### config.mk
export PLATFORM = sky130hd
export DESIGN_NAME = homogeneous_point_transform_unit
export DESIGN_NICKNAME = d
export VERILOG_FILES = /design/src/rtl/hpt_pkg.sv /design/src/rtl/hpt_ram.sv /design/src/rtl/homogeneous_point_transform_unit.sv
export SDC_FILE = /design/constraint.sdc
export NUM_CORES = 2
export LEC_CHECK = 0
export ABC_CLOCK_PERIOD_IN_PS = 24900
export BUFFER_PORTS_ARGS = -buffer_cell sky130_fd_sc_hd__buf_4
export CAP_MARGIN = 10
export CORE_AREA = 2 2 373 412
export DETAILED_ROUTE_END_ITERATION = 16
export DIE_AREA = 0 0 375 414
export GPL_TIMING_DRIVEN = 0
export PLACE_DENSITY = 0.66
export SYNTH_ARGS = -nofsm -noshare
export SYNTH_HDL_FRONTEND = slang
export SYNTH_HIERARCHICAL = 1
export SYNTH_SLANG_ARGS = --single-unit
### constraint.sdc
create_clock -name clk -period 24.9 [get_ports clk]
set_input_delay 4.98 -clock clk [delete_from_list [all_inputs] [get_ports clk]]
set_output_delay 4.98 -clock clk [all_outputs]
set_load 0.02 [all_outputs]
### src/rtl/hpt_pkg.sv
`default_nettype none

package hpt_pkg;

	// Width of one multiplier digit taken from a coordinate per cycle.
	localparam int DIGIT_W = 16;

	// Matrix store geometry: four rows of four entries.
	localparam int MAT_DEPTH = 16;
	localparam int MAT_AW    = 4;

	// Transform mode register codes; the reserved code behaves as the 4x4 mode.
	localparam logic [1:0] MODE_PROJ  = 2'd1;
	localparam logic [1:0] MODE_HOMOG = 2'd2;

	// Kind of an input transaction.
	localparam logic REQ_WRITE = 1'b0;
	localparam logic REQ_POINT = 1'b1;

	// Result status.
	typedef enum logic [1:0] {
		STATUS_OK     = 2'd0,
		STATUS_W_ZERO = 2'd1,
		STATUS_SAT    = 2'd2
	} status_t;

endpackage

`default_nettype wire

### src/rtl/hpt_ram.sv
`default_nettype none

module hpt_ram #(
	parameter int WIDTH = 32,
	parameter int DEPTH = 16
) (
	input  wire logic                     clk,
	input  wire logic                     we,
	input  wire logic [$clog2(DEPTH)-1:0] waddr,
	input  wire logic [WIDTH-1:0]         wdata,
	input  wire logic                     re,
	input  wire logic [$clog2(DEPTH)-1:0] raddr,
	output logic      [WIDTH-1:0]         rdata
);

	logic [WIDTH-1:0] mem [DEPTH];

	// One write port and one registered read port.
	always_ff @(posedge clk) begin
		if (we) begin
			mem[waddr] <= wdata;
		end
		if (re) begin
			rdata <= mem[raddr];
		end
	end

endmodule

`default_nettype wire

### src/rtl/homogeneous_point_transform_unit.sv
// A matrix write transaction is taken while idle and gives no result. A point transaction
// reads and multiplies each coordinate term digit by digit, adds the homogeneous term and
// closes each row; each divided component is checked for overflow, divided bit by bit and
// rounded (the divider is skipped if the quotient overflows); the result is then registered.
// One point at a time; the next transaction is taken only after the result is registered.
// Reset clears the control state and the mode register; the matrix store is not cleared.
`default_nettype none

module homogeneous_point_transform_unit
	import hpt_pkg::*;
#(
	parameter int COORD_WIDTH = 32,
	parameter int FRAC_BITS   = 16
) (
	input  wire logic clk,
	input  wire logic arst_n,

	input  wire logic s_tvalid,
	output logic      s_tready,
	// entry_index, entry_value, coord_x, coord_y, coord_z, zero padding
	input  wire logic [((4 * COORD_WIDTH + 4 + 7) / 8) * 8 - 1:0] s_tdata,
	// req_type
	input  wire logic s_tuser,

	output logic      m_tvalid,
	input  wire logic m_tready,
	// out_x, out_y, out_z, zero padding
	output logic [((3 * COORD_WIDTH + 7) / 8) * 8 - 1:0] m_tdata,
	// status
	output logic [1:0] m_tuser,

	input  wire logic       cfg_we,
	input  wire logic [1:0] cfg_wdata
);

	localparam int CW       = COORD_WIDTH;
	localparam int M_DATA_W = ((3 * CW + 7) / 8) * 8;
	localparam int NDIG     = (CW + DIGIT_W - 1) / DIGIT_W;
	localparam int MB_W     = NDIG * DIGIT_W;
	localparam int DGI_W    = (NDIG > 1) ? $clog2(NDIG) : 1;
	localparam int PROD_W   = CW + DIGIT_W + 1;
	localparam int SH_MAX   = (DIGIT_W * (NDIG - 1) > FRAC_BITS) ?
		DIGIT_W * (NDIG - 1) : FRAC_BITS;
	localparam int SH_W     = $clog2(SH_MAX + 1);
	localparam int SUM_W    = ((2 * CW > CW + FRAC_BITS + 1) ? 2 * CW : CW + FRAC_BITS + 1) + 2;
	localparam int DIVD_W   = SUM_W + FRAC_BITS;
	localparam int HI_W     = DIVD_W - CW;
	localparam int R_W      = ((HI_W > SUM_W) ? HI_W : SUM_W) + 1;
	localparam int CNT_W    = $clog2(CW);

	localparam logic [CW:0]   MAG_LIM = {1'b0, 1'b1, {(CW - 1){1'b0}}};
	localparam logic [CW:0]   MAG_POS = {2'b00, {(CW - 1){1'b1}}};
	localparam logic [CW-1:0] SAT_NEG = {1'b1, {(CW - 1){1'b0}}};
	localparam logic [CW-1:0] SAT_POS = {1'b0, {(CW - 1){1'b1}}};

	typedef enum logic [3:0] {
		ST_IDLE,
		ST_READ,
		ST_MUL,
		ST_TERM,
		ST_ROW,
		ST_DCHK,
		ST_DIV,
		ST_ROUND,
		ST_COMP,
		ST_DONE
	} state_t;

	// Control state.
	state_t            state_q;
	logic [1:0]        mode_q;
	logic              w_done_q;
	logic [1:0]        col_q;
	logic [1:0]        comp_q;
	logic [DGI_W-1:0]  dig_q;
	logic [CNT_W-1:0]  cnt_q;
	logic              prod_v_q;
	logic              m_tvalid_q;
	logic [M_DATA_W-1:0] m_tdata_q;
	status_t           m_tuser_q;

	// Datapath registers.
	logic signed [CW-1:0]     x_q, y_q, z_q;
	logic signed [PROD_W-1:0] prod_q;
	logic [SH_W-1:0]          prod_sh_q;
	logic signed [SUM_W-1:0]  acc_q;
	logic [SUM_W-1:0]         den_q;
	logic                     wsign_q;
	logic                     neg_q;
	logic [R_W-1:0]           rem_q;
	logic [CW-1:0]            lo_q;
	logic [CW-1:0]            q_q;
	logic                     sat_q;
	logic                     wz_q;
	logic [CW-1:0]            res_x_q, res_y_q, res_z_q;

	// Input fields.
	logic [MAT_AW-1:0] in_index;
	logic [CW-1:0]     in_value;
	logic signed [CW-1:0] in_x, in_y, in_z;
	logic s_accept;

	assign in_index = s_tdata[MAT_AW-1:0];
	assign in_value = s_tdata[MAT_AW +: CW];
	assign in_x     = s_tdata[MAT_AW + CW +: CW];
	assign in_y     = s_tdata[MAT_AW + 2 * CW +: CW];
	assign in_z     = s_tdata[MAT_AW + 3 * CW +: CW];

	assign s_tready = (state_q == ST_IDLE);
	assign s_accept = s_tvalid && s_tready;

	// Row and column bounds for the selected mode.
	logic [1:0] last_col, w_row, last_comp, cur_row;

	always_comb begin
		case (mode_q)
			MODE_HOMOG: begin
				last_col  = 2'd2;
				w_row     = 2'd2;
				last_comp = 2'd1;
			end
			MODE_PROJ: begin
				last_col  = 2'd3;
				w_row     = 2'd2;
				last_comp = 2'd1;
			end
			default: begin
				last_col  = 2'd3;
				w_row     = 2'd3;
				last_comp = 2'd2;
			end
		endcase
	end

	assign cur_row = w_done_q ? comp_q : w_row;

	// Matrix store.
	logic [CW-1:0] ram_rdata;

	hpt_ram #(
		.WIDTH(CW),
		.DEPTH(MAT_DEPTH)
	) u_hpt_ram (
		.clk  (clk),
		.we   (s_accept && (s_tuser == REQ_WRITE)),
		.waddr(in_index),
		.wdata(in_value),
		.re   (state_q == ST_READ),
		.raddr({cur_row, col_q}),
		.rdata(ram_rdata)
	);

	// Digit multiplier: matrix entry times one 16-bit digit of the coordinate.
	logic signed [CW-1:0]      ent_s;
	logic signed [CW-1:0]      coord;
	logic signed [MB_W-1:0]    coord_ext;
	logic [DIGIT_W-1:0]        digit;
	logic signed [DIGIT_W:0]   digit_s;
	logic signed [PROD_W-1:0]  mul_p;
	logic                      homog_col;
	logic                      dig_last;

	assign ent_s     = ram_rdata;
	assign coord     = (col_q == 2'd0) ? x_q : ((col_q == 2'd1) ? y_q : z_q);
	assign coord_ext = MB_W'(coord);
	assign digit     = coord_ext[dig_q * DIGIT_W +: DIGIT_W];
	assign dig_last  = (dig_q == DGI_W'(NDIG - 1));
	assign digit_s   = dig_last ? {digit[DIGIT_W-1], digit} : {1'b0, digit};
	assign mul_p     = ent_s * digit_s;
	assign homog_col = (col_q == last_col);

	// Shifted partial product for the row accumulator.
	logic signed [SUM_W-1:0] addend;
	assign addend = SUM_W'(prod_q) <<< prod_sh_q;

	// Magnitude of the finished row sum and the scaled dividend.
	logic [SUM_W-1:0]  acc_mag;
	logic [DIVD_W-1:0] dividend;
	logic [R_W-1:0]    den_ext;

	assign acc_mag  = acc_q[SUM_W-1] ? SUM_W'(-acc_q) : SUM_W'(acc_q);
	assign dividend = {acc_mag, {FRAC_BITS{1'b0}}};
	assign den_ext  = R_W'(den_q);

	// Restoring divider step and overflow check on the leading part.
	logic [R_W-1:0] div_r2;
	logic           div_ge;
	logic           div_ovf;

	assign div_r2  = {rem_q[R_W-2:0], lo_q[CW-1]};
	assign div_ge  = (div_r2 >= den_ext);
	assign div_ovf = (rem_q >= den_ext);

	// Round half away from zero, then clamp.
	logic [R_W-1:0] rnd_r2;
	logic           rnd_up;
	logic [CW:0]    rnd_q;
	logic [CW:0]    max_mag;
	logic           rnd_sat;
	logic [CW-1:0]  rnd_mag;
	logic [CW-1:0]  rnd_val;
	logic [CW-1:0]  res_val;

	assign rnd_r2  = {rem_q[R_W-2:0], 1'b0};
	assign rnd_up  = (rnd_r2 >= den_ext);
	assign rnd_q   = {1'b0, q_q} + {{CW{1'b0}}, rnd_up};
	assign max_mag = neg_q ? MAG_LIM : MAG_POS;
	assign rnd_sat = (rnd_q > max_mag);
	assign rnd_mag = rnd_sat ? max_mag[CW-1:0] : rnd_q[CW-1:0];
	assign rnd_val = neg_q ? (-rnd_mag) : rnd_mag;
	assign res_val = (state_q == ST_DCHK) ? (neg_q ? SAT_NEG : SAT_POS) : rnd_val;

	// Sequencer, mode register and output register.
	always_ff @(posedge clk or negedge arst_n) begin
		if (!arst_n) begin
			state_q    <= ST_IDLE;
			mode_q     <= '0;
			w_done_q   <= 1'b0;
			col_q      <= '0;
			comp_q     <= '0;
			dig_q      <= '0;
			cnt_q      <= '0;
			prod_v_q   <= 1'b0;
			m_tvalid_q <= 1'b0;
			m_tdata_q  <= '0;
			m_tuser_q  <= STATUS_OK;
		end else begin
			prod_v_q <= (state_q == ST_MUL);
			if (cfg_we) begin
				mode_q <= cfg_wdata;
			end
			if (m_tvalid_q && m_tready && (state_q != ST_DONE)) begin
				m_tvalid_q <= 1'b0;
			end
			unique case (state_q)
				ST_IDLE: begin
					if (s_accept && (s_tuser == REQ_POINT)) begin
						w_done_q <= 1'b0;
						col_q    <= '0;
						comp_q   <= '0;
						state_q  <= ST_READ;
					end
				end
				ST_READ: begin
					dig_q   <= '0;
					state_q <= ST_MUL;
				end
				ST_MUL: begin
					if (homog_col || dig_last) begin
						state_q <= ST_TERM;
					end else begin
						dig_q <= dig_q + 1'b1;
					end
				end
				ST_TERM: begin
					if (homog_col) begin
						state_q <= ST_ROW;
					end else begin
						col_q   <= col_q + 1'b1;
						state_q <= ST_READ;
					end
				end
				ST_ROW: begin
					col_q <= '0;
					if (!w_done_q) begin
						if (acc_q == '0) begin
							state_q <= ST_DONE;
						end else begin
							w_done_q <= 1'b1;
							state_q  <= ST_READ;
						end
					end else begin
						state_q <= ST_DCHK;
					end
				end
				ST_DCHK: begin
					cnt_q   <= '0;
					state_q <= div_ovf ? ST_COMP : ST_DIV;
				end
				ST_DIV: begin
					cnt_q <= cnt_q + 1'b1;
					if (cnt_q == CNT_W'(CW - 1)) begin
						state_q <= ST_ROUND;
					end
				end
				ST_ROUND: begin
					state_q <= ST_COMP;
				end
				ST_COMP: begin
					if (comp_q == last_comp) begin
						state_q <= ST_DONE;
					end else begin
						comp_q  <= comp_q + 1'b1;
						state_q <= ST_READ;
					end
				end
				ST_DONE: begin
					if (!m_tvalid_q || m_tready) begin
						m_tvalid_q <= 1'b1;
						m_tdata_q  <= M_DATA_W'({res_z_q, res_y_q, res_x_q});
						m_tuser_q  <= wz_q ? STATUS_W_ZERO : (sat_q ? STATUS_SAT : STATUS_OK);
						state_q    <= ST_IDLE;
					end
				end
				default: begin
					state_q <= ST_IDLE;
				end
			endcase
		end
	end

	// Accumulator, divider and result registers.
	always_ff @(posedge clk) begin
		if (prod_v_q) begin
			acc_q <= acc_q + addend;
		end
		case (state_q)
			ST_IDLE: begin
				if (s_accept && (s_tuser == REQ_POINT)) begin
					x_q     <= in_x;
					y_q     <= in_y;
					z_q     <= in_z;
					acc_q   <= '0;
					sat_q   <= 1'b0;
					wz_q    <= 1'b0;
					res_x_q <= '0;
					res_y_q <= '0;
					res_z_q <= '0;
				end
			end
			ST_MUL: begin
				if (homog_col) begin
					prod_q    <= PROD_W'(ent_s);
					prod_sh_q <= SH_W'(FRAC_BITS);
				end else begin
					prod_q    <= mul_p;
					prod_sh_q <= SH_W'(dig_q * DIGIT_W);
				end
			end
			ST_ROW: begin
				acc_q <= '0;
				if (!w_done_q) begin
					den_q   <= acc_mag;
					wsign_q <= acc_q[SUM_W-1];
					wz_q    <= (acc_q == '0);
				end else begin
					neg_q <= acc_q[SUM_W-1] ^ wsign_q;
					rem_q <= R_W'(dividend[DIVD_W-1:CW]);
					lo_q  <= dividend[CW-1:0];
					q_q   <= '0;
				end
			end
			ST_DCHK, ST_ROUND: begin
				if ((state_q == ST_ROUND) || div_ovf) begin
					if ((state_q == ST_DCHK) || rnd_sat) begin
						sat_q <= 1'b1;
					end
					case (comp_q)
						2'd0:    res_x_q <= res_val;
						2'd1:    res_y_q <= res_val;
						default: res_z_q <= res_val;
					endcase
				end
			end
			ST_DIV: begin
				rem_q <= div_ge ? (div_r2 - den_ext) : div_r2;
				q_q   <= {q_q[CW-2:0], div_ge};
				lo_q  <= {lo_q[CW-2:0], 1'b0};
			end
			default: begin
			end
		endcase
	end

	assign m_tvalid = m_tvalid_q;
	assign m_tdata  = m_tdata_q;
	assign m_tuser  = m_tuser_q;

endmodule

`default_nettype wire

==> load_flow_metrics.sql <==
INSERT INTO impl_metrics (metric_group, metric, value, unit) VALUES
('outcome', 'status', 'finished clean', ''),
('floorplan', 'fp.coreArea', '0.1511', 'mm²'),
('synthesis', 'syn_area', '0.07527', 'mm²'),
('finish', 'final_area', '0.08433', 'mm²'),
('sta', 'final_hold_viol_count', '0', ''),
('detailed_routing', 'route.vias.total', '51570', ''),
('sta', 'slew-limit-headroom', '13.34', '%'),
('worst_setup_path', 'worst-setup-path-type', 'reg2reg', ''),
('cts', 'tritoncts_buffers', '115', ''),
('placed_design', 'dpl_cell_area', '0.08037', 'mm²'),
('worst_setup_path', 'timing.critical_path.max_delay_family', 'buffers and inverters', ''),
('synthesis', 'async_flop_share', '10.14', '%'),
('synthesis', 'portion_of_the_post_synthesis_area_used_by_sequential_elements', '44.38', '%'),
('floorplan', 'dieWidth', '375', 'µm'),
('cts', 'clkLatencyLatePin', '780', 'ps'),
('floorplan', 'ioPinCount', '244', ''),
('cts', 'clock_tree_from_tritoncts', 'built', ''),
('grt', 'grt_overflow', '0', ''),
('placed_design', 'pre_cts_ws', '12490', 'ps'),
('detailed_routing', 'routed_wire_length_per_instance', '23.50', 'µm'),
('grt', 'global_route_total_usage_across_every_layer', '27.25', '%'),
('grt', 'grt_start_max_net_pins', '73', ''),
('cts', 'cts.hold.buffers_added', '0', ''),
('floorplan', 'num_rows', '150', ''),
('worst_setup_path', 'timing.critical_path.to_type', 'flip-flop', ''),
('floorplan', 'fp.dieArea', '0.1553', 'mm²'),
('synthesis', 'post_synth_inst_count', '6448', ''),
('detailed_routing', 'avgViaCountPerCell', '5.777', ''),
('sta', 'final_max_slew_viol_count', '0', ''),
('grt', 'grt_pass1_vias', '54020', ''),
('synthesis', 'postSynthNetCount', '7470', ''),
('sta', 'final.period_utilization', '50.60', '%'),
('worst_setup_path', 'critPathMostFrequentCell', 'sky130_fd_sc_hd__fa_1', ''),
('placed_design', 'gp_routability_congestion', '0.9531', ''),
('cts', 'clkTransAtPathRegs', '60', 'ps'),
('cts', 'clock_tree_buf_depth', '3', ''),
('synthesis', 'average_footprint_of_a_synthesized_cell', '11.67', 'µm²'),
('cts', 'cts_repair_resize_count', '0', ''),
('worst_setup_path', 'startpoint_type', 'flip-flop', ''),
('detailed_routing', 'routed_wirelength', '209.8', 'mm'),
('detailed_routing', 'drtIter0Drc', '4121', ''),
('sta', 'clock-skew-final', '85.61', 'ps'),
('finish', 'fin_nets', '7871', ''),
('synthesis', 'dominantRegCellSynth', 'sky130_fd_sc_hd__edfxtp_1', ''),
('floorplan', 'die_boundary_height', '414', 'µm'),
('sta', 'fin_crit', '12600', 'ps'),
('worst_setup_path', 'delay_of_the_slowest_critical_path_stage', '800', 'ps'),
('grt', 'antenna_found_initial', '6', ''),
('placed_design', 'port-buffer-count', '239', ''),
('sta', 'final.setup.worst_slack', '12300', 'ps'),
('worst_setup_path', 'cp_data_required_time', '25270', 'ps'),
('grt', 'grt_first_pass_wirelength', '322.8', 'mm'),
('detailed_routing', 'antenna_viol_nets_final', '0', ''),
('worst_setup_path', 'critical_path.slowest_cell', 'sky130_fd_sc_hd__clkbuf_1', ''),
('worst_setup_path', 'timing.critical_path.buf_inv', '11', ''),
('worst_setup_path', 'timing.critical_path.fanout_max', '10', ''),
('synthesis', 'number_of_synthesized_flops_with_an_enable_pin', '971', ''),
('sta', 'grt_setup_unrepaired', 'false', ''),
('finish', 'drive_above_1_share', '12.46', '%'),
('cts', 'cts_setup_buffers', '0', ''),
('detailed_routing', 'detail_route.first_pass.iterations', '6', ''),
('floorplan', 'starting_density_of_the_core', '49.82', '%'),
('worst_setup_path', 'worst_ep_arrival_time', '12970', 'ps'),
('synthesis', 'yosys_warnings', '6', ''),
('sta', 'max_slew.worst_pin.slew', '1288', 'ps'),
('placed_design', 'post-dp-hpwl', '162.7', 'mm'),
('synthesis', 'count_of_state_elements_after_synthesis', '1154', ''),
('synthesis', 'yosys.cell_types.count', '96', ''),
('sta', 'finalSetupViolations', '0', ''),
('sta', 'setup-tns-final', '0', 'ps'),
('job', 'drv_cap', '0', ''),
('detailed_routing', 'drt_drc_violations_left', '0', ''),
('sta', 'fmaxAchievable', '79.37', 'MHz'),
('sta', 'fin_hold_ws', '434.8', 'ps'),
('cts', 'clock_tree.root_cell', 'sky130_fd_sc_hd__clkbuf_16', ''),
('hold_path', 'worst_hold_path_type', 'reg2reg', ''),
('finish', 'syn2layout_area_growth', '12.04', '%'),
('cts', 'cts.sink_count', '1154', ''),
('cts', 'cts_max_level', '3', '');
-- registers in the layout, summed over array words and instances (netlist names), 49 cells and up --
signal         count
u_hpt_ram/mem    512
prod_q            49
m_tdata           96
acc_q             66
rem_q             67
den_q             66
-- cells in the final DEF (no fill, tap or decap), types with 36 or more instances in the layout --
| master | netlist | final |
|---|---|---|
| sky130_fd_sc_hd__a211oi_1 | 36 | 36 |
| sky130_fd_sc_hd__a21o_1 | 146 | 146 |
| sky130_fd_sc_hd__a21oi_1 | 363 | 363 |
| sky130_fd_sc_hd__a22oi_1 | 65 | 65 |
| sky130_fd_sc_hd__and2_1 | 87 | 86 |
| sky130_fd_sc_hd__buf_1 | 47 | 47 |
| sky130_fd_sc_hd__buf_4 | 12 | 253 |
| sky130_fd_sc_hd__clkbuf_1 | 248 | 263 |
| sky130_fd_sc_hd__clkbuf_16 | 0 | 116 |
| sky130_fd_sc_hd__dfrtp_1 | 117 | 117 |
| sky130_fd_sc_hd__dfxtp_1 | 66 | 66 |
| sky130_fd_sc_hd__edfxtp_1 | 971 | 971 |
| sky130_fd_sc_hd__fa_1 | 523 | 523 |
| sky130_fd_sc_hd__ha_1 | 355 | 355 |
| sky130_fd_sc_hd__inv_1 | 600 | 599 |
| sky130_fd_sc_hd__mux2_2 | 137 | 137 |
| sky130_fd_sc_hd__mux2i_1 | 90 | 90 |
| sky130_fd_sc_hd__mux4_2 | 144 | 144 |
| sky130_fd_sc_hd__nand2_1 | 629 | 629 |
| sky130_fd_sc_hd__nand2b_1 | 44 | 44 |
| sky130_fd_sc_hd__nand3_1 | 84 | 84 |
| sky130_fd_sc_hd__nand4_1 | 81 | 81 |
| sky130_fd_sc_hd__nor2_1 | 394 | 381 |
| sky130_fd_sc_hd__nor2b_1 | 200 | 200 |
| sky130_fd_sc_hd__nor3_1 | 57 | 51 |
| sky130_fd_sc_hd__o21ai_0 | 225 | 224 |
| sky130_fd_sc_hd__o21bai_1 | 38 | 38 |
| sky130_fd_sc_hd__or2_2 | 41 | 40 |
| sky130_fd_sc_hd__xnor2_1 | 176 | 176 |
| sky130_fd_sc_hd__xor2_1 | 92 | 92 |
-- stage by stage --
stage	std cells	utilization, %
2_1_floorplan	6448	-
3_3_place_gp	8663	52.65
3_5_place_dp	8707	53.20
4_1_cts	8924	55.80
5_1_grt	8926	55.82
6_report	8926	55.82
-- layout make-up --
type                       count  area [µm²]
clock inverter                83       932.1
antenna                        1       2.502
buffer                       327        1310
multi-input combinational   4366       38430
clock buffer                 134        3000
fill                       12600       66750
timing repair buffer         284        2516
sequential                  1154       33410
tap                         1976        2472
inverter                     601        2258
-- synth_stat cells (28+ instances only) --
library cell / number / share of area (%)
sky130_fd_sc_hd__edfxtp_1: 971 / 39
sky130_fd_sc_hd__nand2_1: 629 / 3.1
sky130_fd_sc_hd__inv_1: 600 / 3.0
sky130_fd_sc_hd__fa_1: 523 / 14
sky130_fd_sc_hd__nor2_1: 394 / 2.0
sky130_fd_sc_hd__a21oi_1: 363 / 2.4
sky130_fd_sc_hd__ha_1: 355 / 5.9
sky130_fd_sc_hd__clkbuf_1: 248 / 1.2
sky130_fd_sc_hd__o21ai_0: 225 / 1.5
sky130_fd_sc_hd__nor2b_1: 200 / 1.7
sky130_fd_sc_hd__xnor2_1: 176 / 2.0
sky130_fd_sc_hd__a21o_1: 146 / 1.5
sky130_fd_sc_hd__mux4_2: 144 / 4.3
sky130_fd_sc_hd__mux2_2: 137 / 2.0
sky130_fd_sc_hd__dfrtp_1: 117 / 3.9
sky130_fd_sc_hd__xor2_1: 92 / 1.1
sky130_fd_sc_hd__mux2i_1: 90 / 1.2
sky130_fd_sc_hd__and2_1: 87 / 0.72
sky130_fd_sc_hd__nand3_1: 84 / 0.56
sky130_fd_sc_hd__nand4_1: 81 / 0.67
sky130_fd_sc_hd__dfxtp_1: 66 / 1.8
sky130_fd_sc_hd__a22oi_1: 65 / 0.65
sky130_fd_sc_hd__nor3_1: 57 / 0.38
sky130_fd_sc_hd__buf_1: 47 / 0.23
sky130_fd_sc_hd__nand2b_1: 44 / 0.37
sky130_fd_sc_hd__or2_2: 41 / 0.34
sky130_fd_sc_hd__o21bai_1: 38 / 0.38
sky130_fd_sc_hd__a211oi_1: 36 / 0.36
sky130_fd_sc_hd__o31ai_1: 31 / 0.31
sky130_fd_sc_hd__o21a_1: 30 / 0.30
sky130_fd_sc_hd__a31oi_1: 28 / 0.23
-- metal layers --
layer  up-vias  share of wire [%]  global-route usage (%)
met4        12                4.2                   10.98
met3       427                6.6                   4.462
li1      23500                  -                       -
met5         -              0.034                       0
met2      1762                 49                   46.21
met1     25870                 40                   34.90
-- cells by family after synthesis --
family,share of synthesized area (%)
simple gates,10.91
flops,44.38
compound gates,9.485
buf+inv,4.737
fa+ha+maj,19.81
mux,7.555
xor+xnor,3.118
-- worst register-to-register path, delay by kind of cell (launching register included) --
kind                     cells  cell delay [ps]
AO/OA/AOI/OAI               11             3640
XOR/XNOR                     1              610
adder cells (fa/ha/maj)      7             3280
buffers and inverters       11             3850
flip-flops                   1              580
multiplexers                 1               90
AND/OR/NAND/NOR              1              170
-- worst paths after layout --
path                                start           to  slack (ps)  cells after the start
worst max-delay path             dig_last   prod_q[48]       12300                     32
worst min-delay path            acc_q[65]      wsign_q         430                      0
worst max register to register   dig_last   prod_q[48]       12300                     32
worst min register to register  acc_q[65]      wsign_q         430                      0
max in group asynchronous          arst_n  m_tdata[76]       19940                      2
min in group asynchronous          arst_n  m_tdata[70]        4160                      1
Power is left out: the tool's default activity adds up to more than one toggle a clock period on the data nets, which glitch-free logic cannot reach.
